--- src/rtl/utf8_lenient_decoder_core_defines.svh ---
// ----------------------------------------------------------------------------
// UTF-8 lenient decoder assertion macros
// Shared assertion forms for the decoder modules.
// ----------------------------------------------------------------------------
`ifndef UTF8_LENIENT_DECODER_CORE_DEFINES_SVH
`define UTF8_LENIENT_DECODER_CORE_DEFINES_SVH

// Same-cycle implication, checked outside reset.
`define ULC_ASSERT_NOW(label, ante, cons, msg) \
    label: assert property (@(posedge clk) disable iff (!rst_n) (ante) |-> (cons)) \
        else $error(msg);

// Next-cycle implication, checked outside reset.
`define ULC_ASSERT_NEXT(label, ante, cons, msg) \
    label: assert property (@(posedge clk) disable iff (!rst_n) (ante) |=> (cons)) \
        else $error(msg);

`endif

--- src/rtl/ulc_pkg.sv ---
// ----------------------------------------------------------------------------
// UTF-8 lenient decoder package
// Types, constants and byte classification shared by the decoder modules.
// ----------------------------------------------------------------------------
package ulc_pkg;

    localparam int unsigned CP_W       = 21;
    localparam int unsigned RUN_BYTES  = 4;
    localparam int unsigned HOLD_BYTES = 3;

    localparam logic [CP_W-1:0] CP_REPLACEMENT = 21'h00FFFD;

    localparam logic [7:0] ASCII_LIMIT = 8'h80;
    localparam logic [7:0] MASK_LEAD2  = 8'hE0;
    localparam logic [7:0] CODE_LEAD2  = 8'hC0;
    localparam logic [7:0] MASK_LEAD3  = 8'hF0;
    localparam logic [7:0] CODE_LEAD3  = 8'hE0;
    localparam logic [7:0] MASK_LEAD4  = 8'hF8;
    localparam logic [7:0] CODE_LEAD4  = 8'hF0;

    localparam logic [2:0] LEN_BAD   = 3'd0;
    localparam logic [2:0] LEN_ASCII = 3'd1;
    localparam logic [2:0] LEN_TWO   = 3'd2;
    localparam logic [2:0] LEN_THREE = 3'd3;
    localparam logic [2:0] LEN_FOUR  = 3'd4;

    // A closed group of bytes that the back end decodes with its end known.
    typedef struct packed {
        logic [RUN_BYTES-1:0][7:0] bytes;
        logic [2:0]                len;
    } run_t;

    function automatic logic [2:0] lead_len(input logic [7:0] b);
        logic [2:0] len;
        priority if (b < ASCII_LIMIT)
        begin
            len = LEN_ASCII;
        end
        else if ((b & MASK_LEAD2) == CODE_LEAD2)
        begin
            len = LEN_TWO;
        end
        else if ((b & MASK_LEAD3) == CODE_LEAD3)
        begin
            len = LEN_THREE;
        end
        else if ((b & MASK_LEAD4) == CODE_LEAD4)
        begin
            len = LEN_FOUR;
        end
        else
        begin
            len = LEN_BAD;
        end
        return len;
    endfunction

endpackage

--- src/rtl/utf8_lenient_decoder_core.sv ---
// ----------------------------------------------------------------------------
// UTF-8 lenient decoder core
// Streaming byte to code point decoder with a queue interface on both sides.
// ----------------------------------------------------------------------------
// Input: a byte_value word with final_byte is taken on a clock edge where push
// is high and full is low. Output: while empty is low, the oldest code_point
// and its run_last flag are on the ports; pop high on a clock edge takes it.
// run_last is set on the last code point that one input byte produced.
// Lead bytes of an open sequence give nothing until the sequence closes.
// The word that closes a group passes through the run queue, then the result
// queue. One byte per cycle is sustained for ordinary text. A stream
// ending inside a sequence produces up to three code points, one per cycle
// from the back-end decode unit, while the front keeps taking bytes until
// the two-entry run queue fills. When pop stays low, the two-word result
// queue fills, the back end waits, and full rises once the run queue is full;
// nothing is dropped. Reset clears the open sequence and both queues.
// ----------------------------------------------------------------------------
module utf8_lenient_decoder_core
    import ulc_pkg::*;
(
    input  logic            clk,
    input  logic            rst_n,
    input  logic            push,
    output logic            full,
    input  logic [7:0]      byte_value,
    input  logic            final_byte,
    output logic            empty,
    input  logic            pop,
    output logic [CP_W-1:0] code_point,
    output logic            run_last
);

    logic run_push;
    run_t run_wdata;
    logic run_full;
    logic run_pop;
    run_t run_rdata;
    logic run_empty;

    ulc_front u_front (
        .clk        (clk),
        .rst_n      (rst_n),
        .push       (push),
        .full       (full),
        .byte_value (byte_value),
        .final_byte (final_byte),
        .run_push   (run_push),
        .run_data   (run_wdata),
        .run_full   (run_full)
    );

    ulc_run_fifo u_run_fifo (
        .clk   (clk),
        .rst_n (rst_n),
        .push  (run_push),
        .wdata (run_wdata),
        .full  (run_full),
        .pop   (run_pop),
        .rdata (run_rdata),
        .empty (run_empty)
    );

    ulc_back u_back (
        .clk        (clk),
        .rst_n      (rst_n),
        .run_valid  (!run_empty),
        .run_data   (run_rdata),
        .run_pop    (run_pop),
        .empty      (empty),
        .pop        (pop),
        .code_point (code_point),
        .run_last   (run_last)
    );

endmodule

--- src/rtl/ulc_front.sv ---
// ----------------------------------------------------------------------------
// UTF-8 lenient decoder front end
// Accepts bytes, holds an open sequence and closes groups into runs.
// ----------------------------------------------------------------------------
`include "utf8_lenient_decoder_core_defines.svh"

module ulc_front
    import ulc_pkg::*;
(
    input  logic       clk,
    input  logic       rst_n,
    input  logic       push,
    output logic       full,
    input  logic [7:0] byte_value,
    input  logic       final_byte,
    output logic       run_push,
    output run_t       run_data,
    input  logic       run_full
);

    logic [HOLD_BYTES-1:0][7:0] pend_reg;
    logic [1:0]                 count_reg;
    logic [1:0]                 count_next;
    logic [2:0]                 seq_reg;
    logic [2:0]                 seq_next;

    logic       accept;
    logic [2:0] byte_len;
    logic [2:0] run_len;
    logic       hold;

    assign full     = run_full;
    assign accept   = push && !run_full;
    assign byte_len = lead_len(byte_value);
    assign run_len  = {1'b0, count_reg} + 3'd1;

    always_comb
    begin
        hold = 1'b0;
        if (!final_byte)
        begin
            if (seq_reg == LEN_BAD)
            begin
                hold = (byte_len >= LEN_TWO);
            end
            else
            begin
                hold = (run_len < seq_reg) && (count_reg < 2'd3);
            end
        end
    end

    always_comb
    begin
        for (int j = 0; j < HOLD_BYTES; j++)
        begin
            if (j < int'(count_reg))
            begin
                run_data.bytes[j] = pend_reg[j];
            end
            else
            begin
                run_data.bytes[j] = byte_value;
            end
        end
        run_data.bytes[RUN_BYTES-1] = byte_value;
        run_data.len = run_len;
    end

    assign run_push = accept && !hold;

    always_comb
    begin
        count_next = count_reg;
        seq_next   = seq_reg;
        if (accept)
        begin
            if (!hold)
            begin
                count_next = 2'd0;
                seq_next   = LEN_BAD;
            end
            else if (seq_reg == LEN_BAD)
            begin
                count_next = 2'd1;
                seq_next   = byte_len;
            end
            else
            begin
                count_next = count_reg + 2'd1;
            end
        end
    end

    always_ff @(posedge clk or negedge rst_n)
    begin
        if (!rst_n)
        begin
            count_reg <= 2'd0;
            seq_reg   <= LEN_BAD;
        end
        else
        begin
            count_reg <= count_next;
            seq_reg   <= seq_next;
        end
    end

    always_ff @(posedge clk)
    begin
        if (accept && hold)
        begin
            if (seq_reg == LEN_BAD)
            begin
                pend_reg[0] <= byte_value;
            end
            else
            begin
                pend_reg[count_reg] <= byte_value;
            end
        end
    end

    `ULC_ASSERT_NOW(a_idle_empty, seq_reg == LEN_BAD, count_reg == 2'd0,
        "Bytes held with no open sequence.")
    `ULC_ASSERT_NOW(a_open_partial, seq_reg != LEN_BAD,
        (count_reg != 2'd0) && ({1'b0, count_reg} < seq_reg),
        "Open sequence holds an impossible byte count.")
    `ULC_ASSERT_NEXT(a_final_clears, accept && final_byte, seq_reg == LEN_BAD,
        "Sequence still open after the final byte.")

endmodule

--- src/rtl/ulc_run_fifo.sv ---
// ----------------------------------------------------------------------------
// UTF-8 lenient decoder run queue
// Two-entry queue of closed runs between the front and back ends.
// ----------------------------------------------------------------------------
module ulc_run_fifo
    import ulc_pkg::*;
(
    input  logic clk,
    input  logic rst_n,
    input  logic push,
    input  run_t wdata,
    output logic full,
    input  logic pop,
    output run_t rdata,
    output logic empty
);

    run_t       mem_reg [2];
    logic       wr_ptr_reg;
    logic       rd_ptr_reg;
    logic [1:0] count_reg;
    logic       do_push;
    logic       do_pop;

    assign full    = (count_reg == 2'd2);
    assign empty   = (count_reg == 2'd0);
    assign do_push = push && !full;
    assign do_pop  = pop && !empty;
    assign rdata   = mem_reg[rd_ptr_reg];

    always_ff @(posedge clk or negedge rst_n)
    begin
        if (!rst_n)
        begin
            wr_ptr_reg <= 1'b0;
            rd_ptr_reg <= 1'b0;
            count_reg  <= 2'd0;
        end
        else
        begin
            if (do_push)
            begin
                wr_ptr_reg <= !wr_ptr_reg;
            end
            if (do_pop)
            begin
                rd_ptr_reg <= !rd_ptr_reg;
            end
            if (do_push && !do_pop)
            begin
                count_reg <= count_reg + 2'd1;
            end
            else if (do_pop && !do_push)
            begin
                count_reg <= count_reg - 2'd1;
            end
        end
    end

    always_ff @(posedge clk)
    begin
        if (do_push)
        begin
            mem_reg[wr_ptr_reg] <= wdata;
        end
    end

endmodule

--- src/rtl/ulc_back.sv ---
// ----------------------------------------------------------------------------
// UTF-8 lenient decoder back end
// Walks a run into a two-word result queue, one code point per non-full cycle.
// ----------------------------------------------------------------------------
`include "utf8_lenient_decoder_core_defines.svh"

module ulc_back
    import ulc_pkg::*;
(
    input  logic            clk,
    input  logic            rst_n,
    input  logic            run_valid,
    input  run_t            run_data,
    output logic            run_pop,
    output logic            empty,
    input  logic            pop,
    output logic [CP_W-1:0] code_point,
    output logic            run_last
);

    logic [1:0]      pos_reg;
    logic [1:0]      pos_next;
    logic [CP_W-1:0] res_cp_reg [2];
    logic            res_last_reg [2];
    logic            wr_ptr_reg;
    logic            rd_ptr_reg;
    logic [1:0]      res_count_reg;

    logic [7:0]      b0;
    logic [7:0]      b1;
    logic [7:0]      b2;
    logic [7:0]      b3;
    logic [2:0]      blen;
    logic [2:0]      avail;
    logic [2:0]      step;
    logic [2:0]      new_pos;
    logic [CP_W-1:0] cp;
    logic            last;
    logic            emit;
    logic            do_pop;

    assign b0    = run_data.bytes[pos_reg];
    assign b1    = run_data.bytes[pos_reg + 2'd1];
    assign b2    = run_data.bytes[pos_reg + 2'd2];
    assign b3    = run_data.bytes[pos_reg + 2'd3];
    assign blen  = lead_len(b0);
    assign avail = run_data.len - {1'b0, pos_reg};

    always_comb
    begin
        cp   = CP_REPLACEMENT;
        step = 3'd1;
        if (blen == LEN_ASCII)
        begin
            cp = {13'd0, b0};
        end
        else if ((blen == LEN_TWO) && (avail >= 3'd2))
        begin
            cp   = {10'd0, b0[4:0], b1[5:0]};
            step = 3'd2;
        end
        else if ((blen == LEN_THREE) && (avail >= 3'd3))
        begin
            cp   = {5'd0, b0[3:0], b1[5:0], b2[5:0]};
            step = 3'd3;
        end
        else if ((blen == LEN_FOUR) && (avail >= 3'd4))
        begin
            cp   = {b0[2:0], b1[5:0], b2[5:0], b3[5:0]};
            step = 3'd4;
        end
    end

    assign new_pos = {1'b0, pos_reg} + step;
    assign last    = (new_pos >= run_data.len);
    assign emit    = run_valid && (res_count_reg != 2'd2);
    assign run_pop = emit && last;
    assign pos_next = run_pop ? 2'd0 : new_pos[1:0];

    assign empty      = (res_count_reg == 2'd0);
    assign do_pop     = pop && !empty;
    assign code_point = res_cp_reg[rd_ptr_reg];
    assign run_last   = res_last_reg[rd_ptr_reg];

    always_ff @(posedge clk or negedge rst_n)
    begin
        if (!rst_n)
        begin
            pos_reg       <= 2'd0;
            wr_ptr_reg    <= 1'b0;
            rd_ptr_reg    <= 1'b0;
            res_count_reg <= 2'd0;
        end
        else
        begin
            if (emit)
            begin
                pos_reg    <= pos_next;
                wr_ptr_reg <= !wr_ptr_reg;
            end
            if (do_pop)
            begin
                rd_ptr_reg <= !rd_ptr_reg;
            end
            if (emit && !do_pop)
            begin
                res_count_reg <= res_count_reg + 2'd1;
            end
            else if (do_pop && !emit)
            begin
                res_count_reg <= res_count_reg - 2'd1;
            end
        end
    end

    always_ff @(posedge clk)
    begin
        if (emit)
        begin
            res_cp_reg[wr_ptr_reg]   <= cp;
            res_last_reg[wr_ptr_reg] <= last;
        end
    end

    `ULC_ASSERT_NOW(a_res_bound, 1'b1, res_count_reg != 2'd3,
        "Result queue count out of range.")
    `ULC_ASSERT_NOW(a_pos_inside, run_valid && (pos_reg != 2'd0),
        {1'b0, pos_reg} < run_data.len,
        "Decode position past the end of the run.")
    `ULC_ASSERT_NEXT(a_pos_rewind, run_pop, pos_reg == 2'd0,
        "Decode position not rewound after a run completed.")

endmodule

--- config.mk ---
export PLATFORM = sky130hd
export DESIGN_NAME = utf8_lenient_decoder_core
export DESIGN_NICKNAME = d
export VERILOG_FILES = /design/src/rtl/ulc_pkg.sv /design/src/rtl/utf8_lenient_decoder_core.sv /design/src/rtl/ulc_front.sv /design/src/rtl/ulc_run_fifo.sv /design/src/rtl/ulc_back.sv
export VERILOG_INCLUDE_DIRS = /design/src /design/src/rtl
export SDC_FILE = /design/constraint.sdc
export NUM_CORES = 1
export LEC_CHECK = 0
export BUFFER_PORTS_ARGS = -buffer_cell sky130_fd_sc_hd__buf_2
export CAP_MARGIN = 0
export CORE_UTILIZATION = 35
export CTS_CLUSTER_SIZE = 30
export DETAILED_ROUTE_END_ITERATION = 7
export PLACE_DENSITY_LB_ADDON = 0.05
export SLEW_MARGIN = 5
export SYNTH_ARGS = -nofsm -noshare
export SYNTH_HDL_FRONTEND = slang
export SYNTH_HIERARCHICAL = 1
export SYNTH_SLANG_ARGS = --single-unit
--- constraint.sdc ---
create_clock -name clk -period 12.4 [get_ports clk]
set_input_delay 1.24 -clock clk [delete_from_list [all_inputs] [get_ports clk]]
set_output_delay 1.24 -clock clk [all_outputs]
set_load 0.05 [all_outputs]
==> flow_summary.json <==
{
  "synth.yosys.seq_area_share_pct": 59.1,
  "cts_max_level": 4,
  "gr-usage-met2_pct": 22.2,
  "grt_overflow_total": 0,
  "path_max_fanout": 34,
  "hold_path_startpoint": "u_run_fifo/wr_ptr_reg",
  "drc": 0,
  "dieArea_sq_um": 22400,
  "grt_pass1_vias": 4013,
  "rsz0062_at_grt": "false",
  "cts-hold-fix-buffers": 0,
  "netlist.area_leader.share_pct": 54.2,
  "grt_use_met3_pct": 2.74,
  "syn_inst": 509,
  "clock_skew_ns": 0.00702,
  "grt_use_total_pct": 13.9,
  "first_pass_iters": 4,
  "die_x_um": 150,
  "antenna_left": 0,
  "num_rows": 53,
  "postCtsResizedCells": 0,
  "yosys_register_bits": 153,
  "via_per_inst": 4.97,
  "start_kind": "register",
  "ys_warn_count": 6,
  "cts_tree": "done",
  "clk_pin_slew_ns": 0.06,
  "grt_max_degree": 36,
  "max_freq_mhz": 205,
  "clockBufferDepth": 2,
  "status": "finished, final reports clean",
  "totalWireLength_mm": 14.5,
  "min_to": "u_run_fifo/wr_ptr_reg",
  "antenna_found_initial": 0,
  "syn2layout_area_growth_pct": 13.0,
  "die_h_um": 150,
  "initial_core_util_pct": 36.0,
  "synth_fp_nets": 537,
  "period_minus_slack_ns": 4.88,
  "setup_violations": 0,
  "rrSetupSlack_ns": 7.52,
  "dp.final_hpwl_mm": 10.1,
  "r2r_end": "u_run_fifo/count_reg[1]",
  "r2r_start": "u_run_fifo/rd_ptr_reg",
  "insertion_delay_ns": 0.42,
  "synth_top_cell_by_area": "edfxtp_1",
  "finalHoldViolations": 0,
  "end_kind": "register",
  "ys_async_sr_fraction_pct": 9.80,
  "num_io_pins": 37,
  "synth_edf_count": 138,
  "grt_pass1_wl_mm": 22.9,
  "cts_buffers": 17,
  "grt-busiest-layer": "met2",
  "tightest_slew_ns": 1.14,
  "yosysMostFrequentCell": "edfxtp_1",
  "drive_gt1_share_pct": 32.8,
  "synth.top_cells.by_count": "edfxtp_1 (138), mux2_2 (54), nor2_1 (53)",
  "nets": 567,
  "slew_headroom_pct": 23.9,
  "clkSinkCount": 153,
  "root_buffer": "clkbuf_16",
  "ys.flop_type": "edfxtp_1",
  "worst_ep_required_time_ns": 12.75,
  "ff2ff_path_depth": 16,
  "largest_reg_flops": 70,
  "drv_cap": 0,
  "cts_setup_buffers": 0,
  "port_buffers": 36,
  "worstPathArrival_ns": 5.22,
  "synth_area_leaders": "edfxtp_1 (54%), mux2_2 (8.0%), mux2_4 (5.7%), dfrtp_1 (4.9%), mux4_2 (2.7%)",
  "ys_types": 54,
  "place_congestion": 0.806,
  "slew_viol_final": 0,
  "drt_iter0_markers": 221,
  "path_class": "reg2reg",
  "hold_class": "reg2reg",
  "met1_usage_pct": 18.6,
  "synth.cell_area_sq_um": 7640,
  "avgSynthCellArea_sq_um": 15.0,
  "hold_depth": 1,
  "via_count": 4107,
  "wl_per_cell_um": 17.6,
  "setup_tns_ns": 0,
  "finalCritPeriodShare_pct": 39.3,
  "coreArea_sq_um": 21200,
  "diodes": 0
}
-- stage by stage --
| stage | util (%) | std cells | hold slack [ns] | worst slack [ns] | cell area (sq um) |
|---|---|---|---|---|---|
| 2_1_floorplan | - | 509 | 0.460 | 7.96 | 7640 |
| 3_3_place_gp | 37.6 | 795 | 0.492 | 7.58 | 7980 |
| 3_5_place_dp | 37.6 | 795 | 0.499 | 7.52 | 7980 |
| 4_1_cts | 40.7 | 827 | 0.512 | 7.48 | 8630 |
| 5_1_grt | 40.7 | 827 | 0.535 | 7.20 | 8630 |
| 6_report | 40.7 | 827 | 0.506 | 7.52 | 8630 |
-- kinds of logic after synthesis --
kind of cell             after synthesis  share of synthesized area, %
AND/OR/NAND/NOR                      108                          7.04
flip-flops                           153                          59.1
buffers and inverters                 52                          4.17
multiplexers                         104                          19.4
AO/OA/AOI/OAI                         64                          6.14
XOR/XNOR                              13                          1.49
adder cells (fa/ha/maj)               15                          2.65
-- worst max-delay path, cell delays in order, from the launching register on --
cell and delay (ns):
dfrtp_2 0.39, buf_4 0.51, mux2_2 0.40, mux4_1 0.64, and2_1 0.30, and4_1 0.22, a21oi_1 0.14, ha_1 0.17
fa_1 0.44, ha_1 0.30, a21o_1 0.16, a21o_1 0.22, and2_1 0.17, o21ai_1 0.13, ha_1 0.30, nor2_1 0.13
xor2_1 0.15
-- metal layers --
metal  share of wire [%]  up-vias
li1                    -     1994
met1                  49     2046
met2                  48       55
met3                 2.2       12
met4                 1.3        0
met5                   0        -
-- worst max-delay path by stage --
| stage | slack [ns] | depth (start not counted) | start | end |
|---|---|---|---|---|
| final | 7.52 | 16 | u_run_fifo/rd_ptr_reg | u_run_fifo/count_reg[1] |
| after global routing | 7.20 | 17 | u_run_fifo/rd_ptr_reg | u_run_fifo/count_reg[1] |
| after CTS | 7.48 | 16 | u_run_fifo/rd_ptr_reg | u_run_fifo/count_reg[1] |
| after detailed placement | 7.52 | 16 | u_run_fifo/rd_ptr_reg | u_run_fifo/count_reg[1] |
| after global placement | 7.58 | 17 | u_run_fifo/rd_ptr_reg | u_run_fifo/count_reg[1] |
| after floorplan | 7.96 | 20 | u_back/pos_reg[1] | u_run_fifo/count_reg[1] |
-- cell usage in the layout, fill, tap and decap left out, types with 6 or more instances in the layout --
cell type / n
buf_2: 36
a21oi_1: 10
nand2_1: 13
buf_4: 6
dfrtp_1: 14
mux4_1: 7
o21ai_0: 7
a211oi_1: 8
and2_1: 8
ha_1: 13
edfxtp_1: 138
xnor2_1: 9
nor3_1: 7
inv_1: 21
clkbuf_16: 17
mux2_2: 54
mux4_2: 9
o22ai_1: 9
mux2_4: 29
nor2_1: 51
-- final cells by class --
class | count | area (sq um)
Timing Repair Buffer | 42 | 225
Clock inverter | 15 | 231
Tap cell | 275 | 344
Fill cell | 1948 | 12600
Sequential cell | 153 | 4520
Multi-Input combinational cell | 304 | 2810
Clock buffer | 17 | 425
Inverter | 21 | 78.8
Power is not shown: default switching activity piles up to over one toggle a cycle in this logic, so the estimate is an artifact.
